<file path="config.mk">
export PLATFORM = sky130hd
export DESIGN_NAME = escp_printer_stream_parser
export DESIGN_NICKNAME = d
export VERILOG_FILES = /design/src/rtl/escp_pkg.sv /design/src/rtl/escp_printer_stream_parser.sv /design/src/rtl/escp_core.sv /design/src/rtl/escp_outbuf.sv
export VERILOG_INCLUDE_DIRS = /design/src /design/src/rtl
export SDC_FILE = /design/constraint.sdc
export NUM_CORES = 1
export LEC_CHECK = 0
export BUFFER_PORTS_ARGS = -buffer_cell sky130_fd_sc_hd__buf_2
export CORE_ASPECT_RATIO = 0.8
export CORE_UTILIZATION = 50
export DETAILED_ROUTE_END_ITERATION = 16
export PLACE_DENSITY = 0.72
export SYNTH_ARGS = -nofsm -noshare
export SYNTH_HDL_FRONTEND = slang
export SYNTH_SLANG_ARGS = --single-unit
</file>
<file path="constraint.sdc">
create_clock -name i_clk -period 14.2 [get_ports i_clk]
set_input_delay 2.13 -clock i_clk [delete_from_list [all_inputs] [get_ports i_clk]]
set_output_delay 2.13 -clock i_clk [all_outputs]
set_load 0.01 [all_outputs]
</file>
<file path="src/rtl/assert_macros.svh">
// Assertion macros shared by the parser RTL.
// Included by the modules that carry concurrent assertions; no other dependencies.
`ifndef ASSERT_MACROS_SVH
`define ASSERT_MACROS_SVH
`ifndef SYNTHESIS
// Property must hold at every clock edge outside reset.
`define ASSERT_IMPL(lbl, clk, rstn, prop) \
    lbl: assert property (@(posedge clk) disable iff (!rstn) prop) \
        else $error("assertion failed: %m");
// Expression must never be true outside reset.
`define ASSERT_NEVER(lbl, clk, rstn, expr) \
    lbl: assert property (@(posedge clk) disable iff (!rstn) !(expr)) \
        else $error("forbidden condition: %m");
`else
`define ASSERT_IMPL(lbl, clk, rstn, prop)
`define ASSERT_NEVER(lbl, clk, rstn, expr)
`endif
`endif

</file>
<file path="src/rtl/escp_pkg.sv">
// Shared types, byte codes and lookup tables for the printer stream parser.
// No dependencies; used by escp_core, escp_outbuf and the top level.
package escp_pkg;

    // Result kinds
    typedef enum logic [3:0] {
        KIND_TEXT     = 4'd0,
        KIND_NEWLINES = 4'd1,
        KIND_SPACES   = 4'd2,
        KIND_FORMFEED = 4'd3,
        KIND_CUT      = 4'd4,
        KIND_BACKSP   = 4'd5,
        KIND_COMMAND  = 4'd6,
        KIND_IMAGE    = 4'd7,
        KIND_UNKNOWN  = 4'd8,
        KIND_CONTROL  = 4'd9
    } t_kind;

    // Parse modes
    typedef enum logic [1:0] {
        MODE_TEXT    = 2'd0,
        MODE_CMD     = 2'd1,
        MODE_COLLECT = 2'd2
    } t_mode;

    // Bit-image phases
    typedef enum logic [1:0] {
        IMG_NONE  = 2'd0,
        IMG_COUNT = 2'd1,
        IMG_DATA  = 2'd2
    } t_img;

    // One result item
    typedef struct packed {
        t_kind        kind;
        logic [1:0]   text_len;
        logic [23:0]  text_bytes;
        logic [7:0]   repeat_res;
        logic         is_gs;
        logic [7:0]   code;
        logic [2:0]   pcount;
        logic [31:0]  params;
    } t_result;

    // All results caused by one input item, first in slot 0
    typedef struct packed {
        logic [1:0]        cnt;
        t_result [2:0]     slot;
    } t_bundle;

    // UTF-8 form of one character
    typedef struct packed {
        logic [1:0]  len;
        logic [23:0] bytes;
    } t_utf8;

    // Control bytes
    localparam logic [7:0] CH_NUL = 8'h00;
    localparam logic [7:0] CH_BS  = 8'h08;
    localparam logic [7:0] CH_TAB = 8'h09;
    localparam logic [7:0] CH_LF  = 8'h0A;
    localparam logic [7:0] CH_FF  = 8'h0C;
    localparam logic [7:0] CH_CR  = 8'h0D;
    localparam logic [7:0] CH_ESC = 8'h1B;
    localparam logic [7:0] CH_GS  = 8'h1D;

    // Command bytes with side effects
    localparam logic [7:0] CMD_INIT = 8'h40;  // ESC @
    localparam logic [7:0] CMD_FEED = 8'h64;  // ESC d n
    localparam logic [7:0] CMD_CUT  = 8'h56;  // GS V n

    // Parameter length codes
    localparam logic [2:0] LEN_ZERO = 3'd0;
    localparam logic [2:0] LEN_NUL  = 3'd4;
    localparam logic [2:0] LEN_IMG  = 3'd5;
    localparam logic [2:0] LEN_BAD  = 3'd6;

    // Code points for bytes 0x80 to 0xFF
    localparam logic [15:0] CP437_HI [128] = '{
        16'h00C7, 16'h00FC, 16'h00E9, 16'h00E2, 16'h00E4, 16'h00E0, 16'h00E5, 16'h00E7,
        16'h00EA, 16'h00EB, 16'h00E8, 16'h00EF, 16'h00EE, 16'h00EC, 16'h00C4, 16'h00C5,
        16'h00C9, 16'h00E6, 16'h00C6, 16'h00F4, 16'h00F6, 16'h00F2, 16'h00FB, 16'h00F9,
        16'h00FF, 16'h00D6, 16'h00DC, 16'h00A2, 16'h00A3, 16'h00A5, 16'h20A7, 16'h0192,
        16'h00E1, 16'h00ED, 16'h00F3, 16'h00FA, 16'h00F1, 16'h00D1, 16'h00AA, 16'h00BA,
        16'h00BF, 16'h2310, 16'h00AC, 16'h00BD, 16'h00BC, 16'h00A1, 16'h00AB, 16'h00BB,
        16'h2591, 16'h2592, 16'h2593, 16'h2502, 16'h2524, 16'h2561, 16'h2562, 16'h2556,
        16'h2555, 16'h2563, 16'h2551, 16'h2557, 16'h255D, 16'h255C, 16'h255B, 16'h2510,
        16'h2514, 16'h2534, 16'h252C, 16'h251C, 16'h2500, 16'h253C, 16'h255E, 16'h255F,
        16'h255A, 16'h2554, 16'h2569, 16'h2566, 16'h2560, 16'h2550, 16'h256C, 16'h2567,
        16'h2568, 16'h2564, 16'h2565, 16'h2559, 16'h2558, 16'h2552, 16'h2553, 16'h256B,
        16'h256A, 16'h2518, 16'h250C, 16'h2588, 16'h2584, 16'h258C, 16'h2590, 16'h2580,
        16'h03B1, 16'h00DF, 16'h0393, 16'h03C0, 16'h03A3, 16'h03C3, 16'h00B5, 16'h03C4,
        16'h03A6, 16'h0398, 16'h03A9, 16'h03B4, 16'h221E, 16'h03C6, 16'h03B5, 16'h2229,
        16'h2261, 16'h00B1, 16'h2265, 16'h2264, 16'h2320, 16'h2321, 16'h00F7, 16'h2248,
        16'h00B0, 16'h2219, 16'h00B7, 16'h221A, 16'h207F, 16'h00B2, 16'h25A0, 16'h00A0
    };

    // Convert one byte to UTF-8
    function automatic t_utf8 utf8_of(input logic [7:0] c);
        logic [15:0] u;
        t_utf8       r;
        u = c[7] ? CP437_HI[c[6:0]] : {8'h00, c};
        r = '0;
        if (u < 16'h0080) begin
            r.len   = 2'd1;
            r.bytes = {16'h0000, u[7:0]};
        end else if (u < 16'h0800) begin
            r.len   = 2'd2;
            r.bytes = {8'h00, 2'b10, u[5:0], 3'b110, u[10:6]};
        end else begin
            r.len   = 2'd3;
            r.bytes = {2'b10, u[5:0], 2'b10, u[11:6], 4'b1110, u[15:12]};
        end
        return r;
    endfunction

    // Parameter length after an ESC intro
    function automatic logic [2:0] esc_len(input logic [7:0] c);
        logic [2:0] len;
        case (c)
            8'h40, 8'h46, 8'h48, 8'h30, 8'h31, 8'h32, 8'h34, 8'h35,
            8'h36, 8'h37, 8'h38, 8'h39, 8'h3C, 8'h3D, 8'h3E: len = LEN_ZERO;
            8'h21, 8'h2D, 8'h33, 8'h41, 8'h43, 8'h4A, 8'h4E, 8'h51,
            8'h52, 8'h53, 8'h55, 8'h57, 8'h61, 8'h64, 8'h6C, 8'h72,
            8'h73, 8'h77, 8'h25, 8'h2F: len = 3'd1;
            8'h24, 8'h66: len = 3'd2;
            8'h3A: len = 3'd3;
            8'h44, 8'h42, 8'h62: len = LEN_NUL;
            8'h4B, 8'h4C, 8'h59, 8'h5A: len = LEN_IMG;
            default: len = LEN_BAD;
        endcase
        return len;
    endfunction

    // Parameter length after a GS intro
    function automatic logic [2:0] gs_len(input logic [7:0] c);
        logic [2:0] len;
        case (c)
            8'h56, 8'h21, 8'h42, 8'h68, 8'h77, 8'h66, 8'h72: len = 3'd1;
            8'h4C, 8'h57, 8'h48: len = 3'd2;
            default: len = LEN_BAD;
        endcase
        return len;
    endfunction

endpackage

</file>
<file path="src/rtl/escp_printer_stream_parser.sv">
// Printer byte-stream parser, top level: input register, parser core, result register.
// Flow: a byte waits in the input register until its results can load the result register.
// Throughput: one byte per cycle while each byte yields at most one result and the output
//   is not stalled; the k results of a byte (k up to 3) hold the result register until taken.
// Reset: synchronous, active low; parser returns to text mode at column 0.
// Depends on escp_pkg, escp_core and escp_outbuf.

module escp_printer_stream_parser #(
    parameter int TAB_STOP    = 8,
    parameter int PARAM_SLOTS = 4
) (
    input  logic        i_clk,
    input  logic        i_rst_n,
    input  logic        i_in_valid,
    output logic        o_in_stall,
    input  logic [7:0]  i_in_byte,
    output logic        o_out_valid,
    input  logic        i_out_stall,
    output logic [3:0]  o_kind,
    output logic [1:0]  o_text_len,
    output logic [23:0] o_text_bytes,
    output logic [7:0]  o_repeat_res,
    output logic        o_cmd_is_gs,
    output logic [7:0]  o_cmd_code,
    output logic [2:0]  o_param_count,
    output logic [31:0] o_params,
    output logic        o_last
);

    logic              r_in_vld, n_in_vld;
    logic [7:0]        r_in_byte;
    logic              in_take;
    logic              fire;
    logic              room;
    escp_pkg::t_bundle bundle;
    escp_pkg::t_result res;

    // Process the held item once the result register can take its results
    always_comb begin
        fire       = r_in_vld && room;
        o_in_stall = r_in_vld && !fire;
        in_take    = i_in_valid && !o_in_stall;
        n_in_vld   = in_take ? 1'b1 : (fire ? 1'b0 : r_in_vld);
    end

    always_ff @(posedge i_clk) begin
        if (!i_rst_n) begin
            r_in_vld <= 1'b0;
        end else begin
            r_in_vld <= n_in_vld;
        end
    end

    always_ff @(posedge i_clk) begin
        if (in_take) begin
            r_in_byte <= i_in_byte;
        end
    end

    escp_core #(
        .TAB_STOP    (TAB_STOP),
        .PARAM_SLOTS (PARAM_SLOTS)
    ) u_core (
        .i_clk    (i_clk),
        .i_rst_n  (i_rst_n),
        .i_fire   (fire),
        .i_byte   (r_in_byte),
        .o_bundle (bundle)
    );

    escp_outbuf u_outbuf (
        .i_clk       (i_clk),
        .i_rst_n     (i_rst_n),
        .i_load      (fire),
        .i_bundle    (bundle),
        .i_out_stall (i_out_stall),
        .o_room      (room),
        .o_valid     (o_out_valid),
        .o_last      (o_last),
        .o_res       (res)
    );

    // Drive the result fields
    assign o_kind        = res.kind;
    assign o_text_len    = res.text_len;
    assign o_text_bytes  = res.text_bytes;
    assign o_repeat_res  = res.repeat_res;
    assign o_cmd_is_gs   = res.is_gs;
    assign o_cmd_code    = res.code;
    assign o_param_count = res.pcount;
    assign o_params      = res.params;

endmodule

</file>
<file path="src/rtl/escp_core.sv">
// Parser state and per-item decode: turns one byte into up to three results.
// Depends on escp_pkg and assert_macros.svh.
`include "assert_macros.svh"

module escp_core #(
    parameter int TAB_STOP    = 8,
    parameter int PARAM_SLOTS = 4
) (
    input  logic              i_clk,
    input  logic              i_rst_n,
    input  logic              i_fire,
    input  logic [7:0]        i_byte,
    output escp_pkg::t_bundle o_bundle
);

    localparam int PH_W  = (TAB_STOP > 1) ? $clog2(TAB_STOP) : 1;
    localparam int GOT_W = $clog2(PARAM_SLOTS + 1);
    localparam int IDX_W = $clog2(PARAM_SLOTS);
    localparam logic [PH_W-1:0]  PH_LAST  = PH_W'(TAB_STOP - 1);
    localparam logic [PH_W-1:0]  PH_SAT   = PH_W'(255 % TAB_STOP);
    localparam logic [8:0]       TAB_W    = 9'(TAB_STOP);
    localparam logic [GOT_W-1:0] GOT_FULL = GOT_W'(PARAM_SLOTS);
    localparam logic [GOT_W-1:0] GOT_PACK = GOT_W'(4);

    // State registers
    escp_pkg::t_mode  r_mode, n_mode;
    escp_pkg::t_img   r_img, n_img;
    logic             r_gs, n_gs;
    logic [7:0]       r_cmd, n_cmd;
    logic [15:0]      r_want, n_want;
    logic             r_until_nul, n_until_nul;
    logic [7:0]       r_pstore [PARAM_SLOTS];
    logic [7:0]       n_pstore [PARAM_SLOTS];
    logic [GOT_W-1:0] r_got, n_got;
    logic [7:0]       r_col, n_col;
    logic [PH_W-1:0]  r_phase, n_phase;
    logic             r_cr, n_cr;

    // Decode signals
    logic             cr_ev;
    logic [7:0]       col_a;
    logic [PH_W-1:0]  ph_a;
    logic [2:0]       len;
    logic [15:0]      want_d;
    logic             store_req;
    logic [7:0]       ps_st [PARAM_SLOTS];
    logic [GOT_W-1:0] got_st;
    logic [15:0]      img_count;
    logic             do_finish;
    logic             do_image_hdr;
    logic             do_unknown;
    logic [8:0]       tab_to;

    // Finish-command signals
    logic [GOT_W-1:0]  fin_got;
    logic [7:0]        fin_cmd;
    logic [2:0]        fin_pc;
    logic [31:0]       fin_packed;
    logic              fin_two;
    logic              fin_clr;
    escp_pkg::t_result fin_res0, fin_res1;

    // Result assembly
    escp_pkg::t_result main0, main1, nl_one;
    logic [1:0]        main_n;
    escp_pkg::t_utf8   utf;

    // Pending CR resolves first and clears the column
    always_comb begin
        cr_ev = r_cr && (i_byte != escp_pkg::CH_LF);
        col_a = cr_ev ? 8'd0 : r_col;
        ph_a  = cr_ev ? '0 : r_phase;
    end

    // Store one parameter byte while collecting
    always_comb begin
        store_req = 1'b0;
        if (r_mode != escp_pkg::MODE_TEXT && r_mode != escp_pkg::MODE_CMD) begin
            store_req = r_until_nul ? (i_byte != escp_pkg::CH_NUL)
                                    : (r_img != escp_pkg::IMG_DATA);
        end
        ps_st  = r_pstore;
        got_st = r_got;
        if (store_req && r_got < GOT_FULL) begin
            ps_st[r_got[IDX_W-1:0]] = i_byte;
            got_st = r_got + GOT_W'(1);
        end
        img_count = {ps_st[1], ps_st[0]};
    end

    // Classify the item
    always_comb begin
        len          = r_gs ? escp_pkg::gs_len(i_byte) : escp_pkg::esc_len(i_byte);
        want_d       = (r_want != 16'd0) ? r_want - 16'd1 : 16'd0;
        tab_to       = {1'b0, col_a} + TAB_W - 9'(ph_a);
        do_unknown   = 1'b0;
        do_image_hdr = 1'b0;
        do_finish    = 1'b0;
        case (r_mode)
            escp_pkg::MODE_TEXT: begin
            end
            escp_pkg::MODE_CMD: begin
                do_unknown = (len == escp_pkg::LEN_BAD);
                do_finish  = (len == escp_pkg::LEN_ZERO);
            end
            default: begin
                if (r_until_nul) begin
                    do_finish = (i_byte == escp_pkg::CH_NUL);
                end else if (want_d == 16'd0) begin
                    do_image_hdr = (r_img == escp_pkg::IMG_COUNT);
                    do_finish    = (r_img != escp_pkg::IMG_COUNT) &&
                                   (r_img != escp_pkg::IMG_DATA);
                end
            end
        endcase
    end

    // Build the command-complete event and its follow-up
    always_comb begin
        fin_got    = (r_mode == escp_pkg::MODE_CMD) ? '0 : got_st;
        fin_cmd    = (r_mode == escp_pkg::MODE_CMD) ? i_byte : r_cmd;
        fin_pc     = (fin_got < GOT_PACK) ? 3'(fin_got) : 3'd4;
        fin_packed = '0;
        for (int i = 0; i < 4; i++) begin
            if (3'(i) < fin_pc) begin
                fin_packed[8*i +: 8] = ps_st[i];
            end
        end
        fin_res0        = '0;
        fin_res0.kind   = escp_pkg::KIND_COMMAND;
        fin_res0.is_gs  = r_gs;
        fin_res0.code   = fin_cmd;
        fin_res0.pcount = fin_pc;
        fin_res0.params = fin_packed;
        fin_res1        = '0;
        fin_two         = 1'b0;
        fin_clr         = 1'b0;
        if (!r_gs) begin
            if (fin_cmd == escp_pkg::CMD_INIT) begin
                fin_clr = 1'b1;
            end else if (fin_cmd == escp_pkg::CMD_FEED && fin_got != '0) begin
                fin_clr = 1'b1;
                if (ps_st[0] != 8'd0) begin
                    fin_two             = 1'b1;
                    fin_res1.kind       = escp_pkg::KIND_NEWLINES;
                    fin_res1.repeat_res = ps_st[0];
                end
            end
        end else if (fin_cmd == escp_pkg::CMD_CUT) begin
            fin_clr       = 1'b1;
            fin_two       = 1'b1;
            fin_res1.kind = escp_pkg::KIND_CUT;
        end
    end

    // Next state
    always_comb begin
        n_mode      = r_mode;
        n_img       = r_img;
        n_gs        = r_gs;
        n_cmd       = r_cmd;
        n_want      = r_want;
        n_until_nul = r_until_nul;
        n_pstore    = ps_st;
        n_got       = got_st;
        n_col       = col_a;
        n_phase     = ph_a;
        n_cr        = 1'b0;
        case (r_mode)
            escp_pkg::MODE_TEXT: begin
                case (i_byte)
                    escp_pkg::CH_ESC, escp_pkg::CH_GS: begin
                        n_gs        = (i_byte == escp_pkg::CH_GS);
                        n_mode      = escp_pkg::MODE_CMD;
                        n_until_nul = 1'b0;
                        n_img       = escp_pkg::IMG_NONE;
                    end
                    escp_pkg::CH_LF, escp_pkg::CH_FF: begin
                        n_col   = 8'd0;
                        n_phase = '0;
                    end
                    escp_pkg::CH_CR: begin
                        n_cr = 1'b1;
                    end
                    escp_pkg::CH_TAB: begin
                        if (tab_to > 9'd255) begin
                            n_col   = 8'd255;
                            n_phase = PH_SAT;
                        end else begin
                            n_col   = tab_to[7:0];
                            n_phase = '0;
                        end
                    end
                    escp_pkg::CH_BS: begin
                        if (col_a != 8'd0) begin
                            n_col   = col_a - 8'd1;
                            n_phase = (ph_a == '0) ? PH_LAST : ph_a - PH_W'(1);
                        end
                    end
                    escp_pkg::CH_NUL: begin
                    end
                    default: begin
                        // printable byte advances the column, saturating
                        if (!(i_byte inside {[8'h01:8'h1F]}) && col_a != 8'd255) begin
                            n_col   = col_a + 8'd1;
                            n_phase = (ph_a == PH_LAST) ? '0 : ph_a + PH_W'(1);
                        end
                    end
                endcase
            end
            escp_pkg::MODE_CMD: begin
                n_cmd = i_byte;
                n_got = '0;
                case (len)
                    escp_pkg::LEN_BAD: begin
                        n_mode = escp_pkg::MODE_TEXT;
                    end
                    escp_pkg::LEN_NUL: begin
                        n_until_nul = 1'b1;
                        n_mode      = escp_pkg::MODE_COLLECT;
                    end
                    escp_pkg::LEN_IMG: begin
                        n_img  = escp_pkg::IMG_COUNT;
                        n_want = 16'd2;
                        n_mode = escp_pkg::MODE_COLLECT;
                    end
                    default: begin
                        if (len != escp_pkg::LEN_ZERO) begin
                            n_want = 16'(len);
                            n_mode = escp_pkg::MODE_COLLECT;
                        end
                    end
                endcase
            end
            default: begin
                if (r_until_nul) begin
                    if (i_byte == escp_pkg::CH_NUL) begin
                        n_until_nul = 1'b0;
                    end
                end else begin
                    n_want = want_d;
                    if (want_d == 16'd0) begin
                        case (r_img)
                            escp_pkg::IMG_COUNT: begin
                                if (img_count != 16'd0) begin
                                    n_want = img_count;
                                    n_img  = escp_pkg::IMG_DATA;
                                end else begin
                                    n_img  = escp_pkg::IMG_NONE;
                                    n_mode = escp_pkg::MODE_TEXT;
                                end
                            end
                            escp_pkg::IMG_DATA: begin
                                n_img  = escp_pkg::IMG_NONE;
                                n_mode = escp_pkg::MODE_TEXT;
                            end
                            default: begin
                            end
                        endcase
                    end
                end
            end
        endcase
        // completed command returns to text
        if (do_finish) begin
            n_mode = escp_pkg::MODE_TEXT;
            if (fin_clr) begin
                n_col   = 8'd0;
                n_phase = '0;
            end
        end
    end

    // Result items
    always_comb begin
        utf               = escp_pkg::utf8_of(i_byte);
        nl_one            = '0;
        nl_one.kind       = escp_pkg::KIND_NEWLINES;
        nl_one.repeat_res = 8'd1;
        main0             = '0;
        main1             = '0;
        main_n            = 2'd0;
        if (r_mode == escp_pkg::MODE_TEXT) begin
            main_n = 2'd1;
            case (i_byte)
                escp_pkg::CH_LF: begin
                    main0 = nl_one;
                end
                escp_pkg::CH_FF: begin
                    main0.kind = escp_pkg::KIND_FORMFEED;
                end
                escp_pkg::CH_TAB: begin
                    main0.kind       = escp_pkg::KIND_SPACES;
                    main0.repeat_res = 8'(TAB_W - 9'(ph_a));
                end
                escp_pkg::CH_BS: begin
                    main0.kind = escp_pkg::KIND_BACKSP;
                end
                escp_pkg::CH_ESC, escp_pkg::CH_GS, escp_pkg::CH_CR, escp_pkg::CH_NUL: begin
                    main_n = 2'd0;
                end
                default: begin
                    if (i_byte inside {[8'h01:8'h1F]}) begin
                        main0.kind = escp_pkg::KIND_CONTROL;
                        main0.code = i_byte;
                    end else begin
                        main0.kind       = escp_pkg::KIND_TEXT;
                        main0.text_len   = utf.len;
                        main0.text_bytes = utf.bytes;
                    end
                end
            endcase
        end else if (do_unknown) begin
            main_n      = 2'd1;
            main0.kind  = escp_pkg::KIND_UNKNOWN;
            main0.is_gs = r_gs;
            main0.code  = i_byte;
        end else if (do_image_hdr) begin
            main_n       = 2'd1;
            main0.kind   = escp_pkg::KIND_IMAGE;
            main0.is_gs  = r_gs;
            main0.code   = r_cmd;
            main0.pcount = 3'd2;
            main0.params = {16'h0000, img_count};
        end else if (do_finish) begin
            main_n = fin_two ? 2'd2 : 2'd1;
            main0  = fin_res0;
            main1  = fin_res1;
        end
        // a lone CR goes out ahead of everything else
        if (cr_ev) begin
            o_bundle.cnt     = main_n + 2'd1;
            o_bundle.slot[0] = nl_one;
            o_bundle.slot[1] = main0;
            o_bundle.slot[2] = main1;
        end else begin
            o_bundle.cnt     = main_n;
            o_bundle.slot[0] = main0;
            o_bundle.slot[1] = main1;
            o_bundle.slot[2] = '0;
        end
    end

    // Control state
    always_ff @(posedge i_clk) begin
        if (!i_rst_n) begin
            r_mode      <= escp_pkg::MODE_TEXT;
            r_img       <= escp_pkg::IMG_NONE;
            r_gs        <= 1'b0;
            r_cmd       <= 8'd0;
            r_want      <= 16'd0;
            r_until_nul <= 1'b0;
            r_got       <= '0;
            r_col       <= 8'd0;
            r_phase     <= '0;
            r_cr        <= 1'b0;
        end else if (i_fire) begin
            r_mode      <= n_mode;
            r_img       <= n_img;
            r_gs        <= n_gs;
            r_cmd       <= n_cmd;
            r_want      <= n_want;
            r_until_nul <= n_until_nul;
            r_got       <= n_got;
            r_col       <= n_col;
            r_phase     <= n_phase;
            r_cr        <= n_cr;
        end
    end

    // Parameter bytes, undefined until written
    always_ff @(posedge i_clk) begin
        if (i_fire) begin
            r_pstore <= n_pstore;
        end
    end

    `ASSERT_IMPL(a_cr_only_text, i_clk, i_rst_n, r_cr |-> (r_mode == escp_pkg::MODE_TEXT))
    `ASSERT_IMPL(a_img_data_want, i_clk, i_rst_n, (r_img == escp_pkg::IMG_DATA) |-> (r_want != 16'd0 && r_mode == escp_pkg::MODE_COLLECT))

endmodule

</file>
<file path="src/rtl/escp_outbuf.sv">
// Result register: holds the results of one item and hands them out one per cycle unless stalled.
// Depends on escp_pkg and assert_macros.svh.
`include "assert_macros.svh"

module escp_outbuf (
    input  logic              i_clk,
    input  logic              i_rst_n,
    input  logic              i_load,
    input  escp_pkg::t_bundle i_bundle,
    input  logic              i_out_stall,
    output logic              o_room,
    output logic              o_valid,
    output logic              o_last,
    output escp_pkg::t_result o_res
);

    logic [1:0]        r_cnt, n_cnt;
    escp_pkg::t_result r_slot [3];
    escp_pkg::t_result n_slot [3];
    logic              take;

    // Front slot is shown; the last remaining one closes the item
    always_comb begin
        take    = (r_cnt != 2'd0) && !i_out_stall;
        o_room  = (r_cnt == 2'd0) || (r_cnt == 2'd1 && take);
        o_valid = (r_cnt != 2'd0);
        o_last  = (r_cnt == 2'd1);
        o_res   = r_slot[0];
    end

    // Load a new item or advance the queue by one
    always_comb begin
        n_cnt  = r_cnt;
        n_slot = r_slot;
        if (i_load) begin
            n_cnt     = i_bundle.cnt;
            n_slot[0] = i_bundle.slot[0];
            n_slot[1] = i_bundle.slot[1];
            n_slot[2] = i_bundle.slot[2];
        end else if (take) begin
            n_cnt     = r_cnt - 2'd1;
            n_slot[0] = r_slot[1];
            n_slot[1] = r_slot[2];
        end
    end

    always_ff @(posedge i_clk) begin
        if (!i_rst_n) begin
            r_cnt <= 2'd0;
        end else begin
            r_cnt <= n_cnt;
        end
    end

    always_ff @(posedge i_clk) begin
        r_slot <= n_slot;
    end

    `ASSERT_IMPL(a_load_has_room, i_clk, i_rst_n, i_load |-> o_room)
    `ASSERT_IMPL(a_shift_count, i_clk, i_rst_n, (take && r_cnt > 2'd1) |=> (r_cnt == $past(r_cnt) - 2'd1))

endmodule
</file>
==> results.toml, run 1 <==
[logic_synthesis]
synth_area_um2 = 16300
yosys.cell_types.count = 101
async_flop_share_pct = 0
synthFlopType = "edfxtp_1"
synth_edf_count = 208
syn_area_per_cell_um2 = 9.31
synth-seq-cells = 259
yosysWarnings = 0
synthCells = 1750
ys_seq_area_share_pct = 44.6

[layout]
mostFrequentLayoutCells = "208 x edfxtp_1, 197 x nand2_1, 157 x nor2_1"
layout_commonest_cell = "edfxtp_1"
fin_util_pct = 54.8
final_nets = 1756
fill_cells = 2805
final_cell_area_um2 = 17400
drive_gt1_share_pct = 12.8
stdcell_count = 2145
syn2layout_area_growth_pct = 6.64

[min_path]
worstHoldPathCells = 2
min_to = "u_core.r_img[1]"
min_path_type = "reg2reg"
hp-start = "u_core.r_img[1]"

[critical_path]
start_kind = "input port"
regToRegEndpoint = "u_core.r_want[1]"
path_max_fanout = 3
worst-setup-path-type = "in2out"
r2r_cells = 11
arrival_ns = 3.07
cp-end-kind = "output pin"
r2r_slack_ns = 9.23
crit_start = "i_out_stall"
reg2reg_from = "r_in_byte[1]"
required_ns = 12.07

[route]
drc = 0
via_per_inst = 6.36
wl_per_cell_um = 21.2
ant_nets = 0
initialDrtViolationCount = 1691
routed_wl_um = 45500
vias = 13600
firstDrtPassIters = 5

[power]
power_leakage_nw = 6.64
p_per_area_nw_per_um2 = 136
ir_drop_uv = 102

[clock_tree]
cts.repair.resized = 0
htreeDepth = 1
clk_pin_slew_ns = 0.06
cts_setup_buffers = 0
numCtsBuffers = 27
cts_tree = "built"
cts_sinks = 259
clockBufferDepth = 3
hold_buffers = 0
insertion_delay_ns = 0.57
clockRootBuffer = "clkbuf_16"

[placement]
finalWeightedCongestion = 0.934
io_buffers = 94
dpl-instance-area_um2 = 16500
dpl.hpwl_um = 30400
dp_cells = 2094

[outcome]
status = "finished, final reports clean"

[timing]
finalSetupViolations = 0
slew_headroom_pct = 8.77
worstMarginPinSlew_ns = 1.37
max_freq_mhz = 192
min_period_over_period_pct = 36.6
maxSlewViolCount = 0
rsz0062_at_grt = "false"
final.setup.tns_ns = 0
fin_crit_ns = 5.20
hold_violations = 0
skew_ns = 0.0224

[floorplanning]
dieArea_um2 = 33300
die_y_um = 163
start_util_pct = 51.4
core_region_area_um2 = 31700
rows = 58
fp.dieW_um = 204
ios = 97

[grt]
grt_overflow = 0
grt_start_max_net_pins = 159
grt_pass1_wl_um = 70300
grt_pass1_vias = 12300
grt_use_total_pct = 26.8
antenna_found_initial = 1

[flow_run]
maxCapViolCount = 0
[critical path: stages]
cell     delay, ns
buf_2         0.14
nor2b_1       0.49
nor3_1        0.13
buf_2         0.17
[logic make-up (layout without fill, tap and decap cells)]
group / after synthesis / count (layout) / synth area share (%)
buffers and inverters: 276 / 249 / 8.39
other: 1 / 3 / 0.0230
XOR/XNOR: 16 / 16 / 0.945
multiplexers: 67 / 67 / 4.72
AND/OR/NAND/NOR: 636 / 636 / 19.3
adder cells (fa/ha/maj): 41 / 41 / 3.19
AO/OA/AOI/OAI: 454 / 454 / 18.8
flip-flops: 259 / 259 / 44.6
[synth_stat cells (all sizes together), types with 12 or more instances]
master,count,area (um2)
nor3,46,240
nor4,17,143
and2,22,138
nand4,24,171
o31ai,24,180
a31oi,19,119
a21oi,72,360
mux2i,52,521
and3,17,106
buf,108,736
a21boi,18,135
dfxtp,51,1020
o211ai,12,95.1
o22ai,21,131
a21o,12,90.1
clkbuf,91,342
a22o,19,166
nor2b,33,206
o21ai,137,689
edfxtp,208,6250
nand2b,18,113
nor2,158,596
ha,40,500
nand2,198,751
nand3,52,288
inv,76,285
[metal layers]
| metal | track usage, % | up-vias | part of all wire (%) |
|---|---|---|---|
| met2 | 38.9 | 768 | 43 |
| li1 | - | 6250 | - |
| met1 | 40.9 | 6546 | 44 |
| met3 | 4.83 | 78 | 11 |
| met4 | 6.49 | 0 | 2.2 |
| met5 | 0 | - | 0 |
[state kept, by name (all words and copies together) (netlist names), named ones only]
signal	cells
r_in_byte	8
r_in_vld	1
u_core.r_cmd	8
u_core.r_col	8
u_core.r_cr	1
u_core.r_got	3
u_core.r_gs	1
u_core.r_img	2
u_core.r_mode	2
u_core.r_phase	3
u_core.r_pstore	32
u_core.r_until_nul	1
u_core.r_want	16
u_outbuf.o_res	79
u_outbuf.r_cnt	2
u_outbuf.r_slot	89
[how the worst max path moves through the flow]
stage / endpoint / slack [ns]
2_1_floorplan: u_outbuf.o_res[0] / 0.16
3_3_place_gp: o_in_stall / 9.04
3_5_place_dp: o_in_stall / 9.04
4_1_cts: o_in_stall / 9.03
5_1_grt: o_in_stall / 8.99
6_report: o_in_stall / 9.00
[report_power, final]
part | total, mW | switching, mW | leakage [nW] | internal (mW)
sequential | 1.06 | 0.0428 | 2.35 | 1.02
combinational | 0.570 | 0.391 | 3.85 | 0.179
clock | 0.737 | 0.314 | 0.439 | 0.423
[cell type report]
type                       count  area, um2  area share (%)
multi-input combinational   1216       7680            44.2
sequential                   259       7270            41.8
clock buffer                  34        732            4.21
timing repair buffer         122        693            3.99
tap                          420        526            3.02
inverter                      77        289            1.66
clock inverter                16        180            1.04
antenna                        1       2.50          0.0144
[stage by stage]
step                      total power, mW  hold slack [ns]  setup WS, ns
after global routing                 2.46            0.510          8.99
after detailed placement             1.63            0.468          9.04
after floorplan                      1.57            0.447         0.164
final                                2.37            0.474          9.00
after global placement               1.62            0.459          9.04
after CTS                            2.37            0.476          9.03
(Power assumes the default switching activity.)
==> inputs of run 2 (changes only) <==
--- a/config.mk
+++ b/config.mk
@@ -6,11 +6,12 @@
 export SDC_FILE = /design/constraint.sdc
 export NUM_CORES = 1
 export LEC_CHECK = 0
+export ABC_AREA = 1
 export BUFFER_PORTS_ARGS = -buffer_cell sky130_fd_sc_hd__buf_2
 export CORE_ASPECT_RATIO = 0.8
 export CORE_UTILIZATION = 50
 export DETAILED_ROUTE_END_ITERATION = 16
-export PLACE_DENSITY = 0.72
+export PLACE_DENSITY = 0.7
 export SYNTH_ARGS = -nofsm -noshare
 export SYNTH_HDL_FRONTEND = slang
 export SYNTH_SLANG_ARGS = --single-unit
==> constraint.sdc (replaced) <==
create_clock -name i_clk -period 4.85 [get_ports i_clk]
set_input_delay 0.7275 -clock i_clk [delete_from_list [all_inputs] [get_ports i_clk]]
set_output_delay 0.7275 -clock i_clk [all_outputs]
set_load 0.01 [all_outputs]
==> run 2 against run 1 <==
Against the previous run:
- clock-buffer cell count fell by 4
- flip-flop and latch count did not move
- wire length rose by 1.2%
- synthesized cell count rose by 15%
- critical path type is now reg2reg
==> results.toml, run 2 <==
[power]
p_int_mw = 5.46
power_frac_seq_pct = 42.9
switching_power_mw = 3.12
p_total_mw = 8.59
power_leakage_nw = 7.15
p_per_area_nw_per_um2 = 497
swShare_pct = 36.4
p_comb_share_pct = 32.5
power.share.clock_pct = 24.5
ir_drop_uv = 315

[layout]
final_cell_area_um2 = 17300
largest_reg_flops = 89
top_register = "u_outbuf.r_slot"
final_nets = 2051
layout_commonest_cell = "nand2_1"
mostFrequentLayoutCells = "457 x nand2_1, 223 x nor2_1, 208 x edfxtp_1"
drive_gt1_share_pct = 12.8
diodes = 0
syn2layout_area_growth_pct = 6.86
fill_cells = 2975
stdcell_count = 2439
fin_util_pct = 54.6

[route]
vias = 14000
drc = 0
ant_nets = 0
initialDrtViolationCount = 1652
routed_wl_um = 46000
wl_per_cell_um = 18.9
via_per_inst = 5.75
firstDrtPassIters = 7

[clock_tree]
clk_pin_slew_ns = 0.07
numCtsBuffers = 27
cts_tree = "built"
insertion_delay_ns = 0.57
htreeDepth = 1
hold_buffers = 0
clockRootBuffer = "clkbuf_16"
cts_sinks = 259
cts.repair.resized = 0
cts_setup_buffers = 0
clockBufferDepth = 3

[logic_synthesis]
synth_top_area_share_pct = 38.6
yosys.cell_types.count = 61
synthFlopType = "edfxtp_1"
synth_edf_count = 208
yosysWarnings = 0
ys_seq_area_share_pct = 44.9
synth.largest_area_cell = "edfxtp_1"
synth_area_um2 = 16200
synth-seq-cells = 259
synth.most_common_cell = "nand2_1"
synthCells = 2010
synth_common_cells = "457 x nand2_1, 225 x nor2_1, 208 x edfxtp_1"
ys_top_cells_by_area = "edfxtp_1 39%, nand2_1 11%, dfxtp_1 6.3%"
syn_area_per_cell_um2 = 8.04
async_flop_share_pct = 0

[floorplanning]
start_util_pct = 51.1
core_region_area_um2 = 31600
die_y_um = 163
dieArea_um2 = 33100
rows = 58
ios = 97
fp.dieW_um = 203

[critical_path]
required_ns = 5.29
start_kind = "flip-flop"
worst-setup-path-type = "reg2reg"
r2r_slack_ns = 0.95
cpPeakStageDelay_ns = 0.61
arrival_ns = 4.34
path_max_fanout = 30
crit_path_cell_trace = "inv_1 -> buf_4 -> ha_1 -> nand2_2 -> o21bai_4 -> nand2_4 -> nand2_4 -> nor2_8 -> o21ai_1 -> inv_1 -> nor3_2 -> nand3_2 -> nand2_2 -> nand2_1 -> o211ai_1 -> a21oi_1"
reg2reg_from = "r_in_byte[0]"
crit_start = "r_in_byte[0]"
cp-end-kind = "flip-flop"
slowest_stage = "edfxtp_1"

[grt]
antenna_found_initial = 0
grt_start_max_net_pins = 159
grt_pass1_vias = 12700
grt_pass1_wl_um = 71600
grt_overflow = 0
grt_use_total_pct = 27.5

[min_path]
hp-start = "i_in_byte[7]"
min_path_type = "in2reg"

[placement]
io_buffers = 94
dpl-instance-area_um2 = 16400
finalWeightedCongestion = 0.982
dpl.hpwl_um = 32400
post-place-ws_ns = 0.993
dp_cells = 2389

[timing]
finalSetupViolations = 0
rsz0062_at_grt = "false"
skew_ns = 0.0106
slew_headroom_pct = 28.0
max_freq_mhz = 256
final.setup.tns_ns = 0
fin_worst_hold_slack_ns = 0.339
layout_setup_ws_ns = 0.951
maxSlewViolCount = 0
worstMarginPinSlew_ns = 1.08
min_period_over_period_pct = 80.4
hold_violations = 0
fin_crit_ns = 3.90

[outcome]
status = "finished, final reports clean"

[flow_run]
maxCapViolCount = 0
run 2: cell types whose count changed in the layout (fill, tap and decap cells not counted), sizes merged, moves of 18 or more:
cell	previous run	this run
a21boi	18	0
a21oi	72	122
inv	79	210
mux2i	52	2
nand2	198	475
nand2b	18	0
nand3	52	100
nor2	158	250
nor2b	33	0
o211ai	12	36
o21ai	137	187
run 2: power by group through the flow:
stage / Clock (mW) / Combinational [mW] / Sequential (mW)
after floorplan: 0 / 2.22 / 3.71
after global placement: 0 / 2.75 / 3.70
after detailed placement: 0 / 2.77 / 3.72
after CTS: 2.13 / 2.78 / 3.68
after global routing: 2.22 / 3.07 / 3.75
final: 2.11 / 2.79 / 3.68
run 2: cell families after synthesis:
logic type | after synthesis | share of synthesized area (%)
and+or+nand+nor | 887 | 24.2
AOI/OAI and AO/OA | 433 | 15.7
buffers and inverters | 378 | 11.3
DFF | 259 | 44.9
adders and majority gates | 41 | 3.22
xor gates and xnor gates | 9 | 0.488
muxes | 2 | 0.124
other | 1 | 0.0232
run 2: area by class of cell:
type	instances	area, um2	area share (%)
clock buffers	30	687	3.98
clock inverters	20	204	1.18
inverters	214	811	4.69
multi-input cells	1374	7090	41.0
flip-flops and latches	259	7270	42.1
well taps	420	526	3.04
repair buffers	122	693	4.01
run 2: per-layer routing:
layer	vias to the layer above	wire length (um)	track usage, %
met5	-	0	0
met3	72	4330	4.86
met1	6600	21900	43.1
li1	6675	-	-
met4	0	773	5.40
met2	685	19000	39.4
run 2: path summary, 6_finish.rpt:
check	cells after the start	end
setup / recovery	16	u_core.r_want[14]
hold / removal	1	r_in_byte[7]
setup reg to reg	16	u_core.r_want[14]
hold reg to reg	2	u_core.r_cmd[0]
run 2: worst max-delay path: cells and delay by family (launching register included):
family          cells  cell delay [ns]
fa+ha+maj           1             0.32
simple gates        8             1.50
compound gates      4             0.68
flops               1             0.61
buf+inv             3             0.61
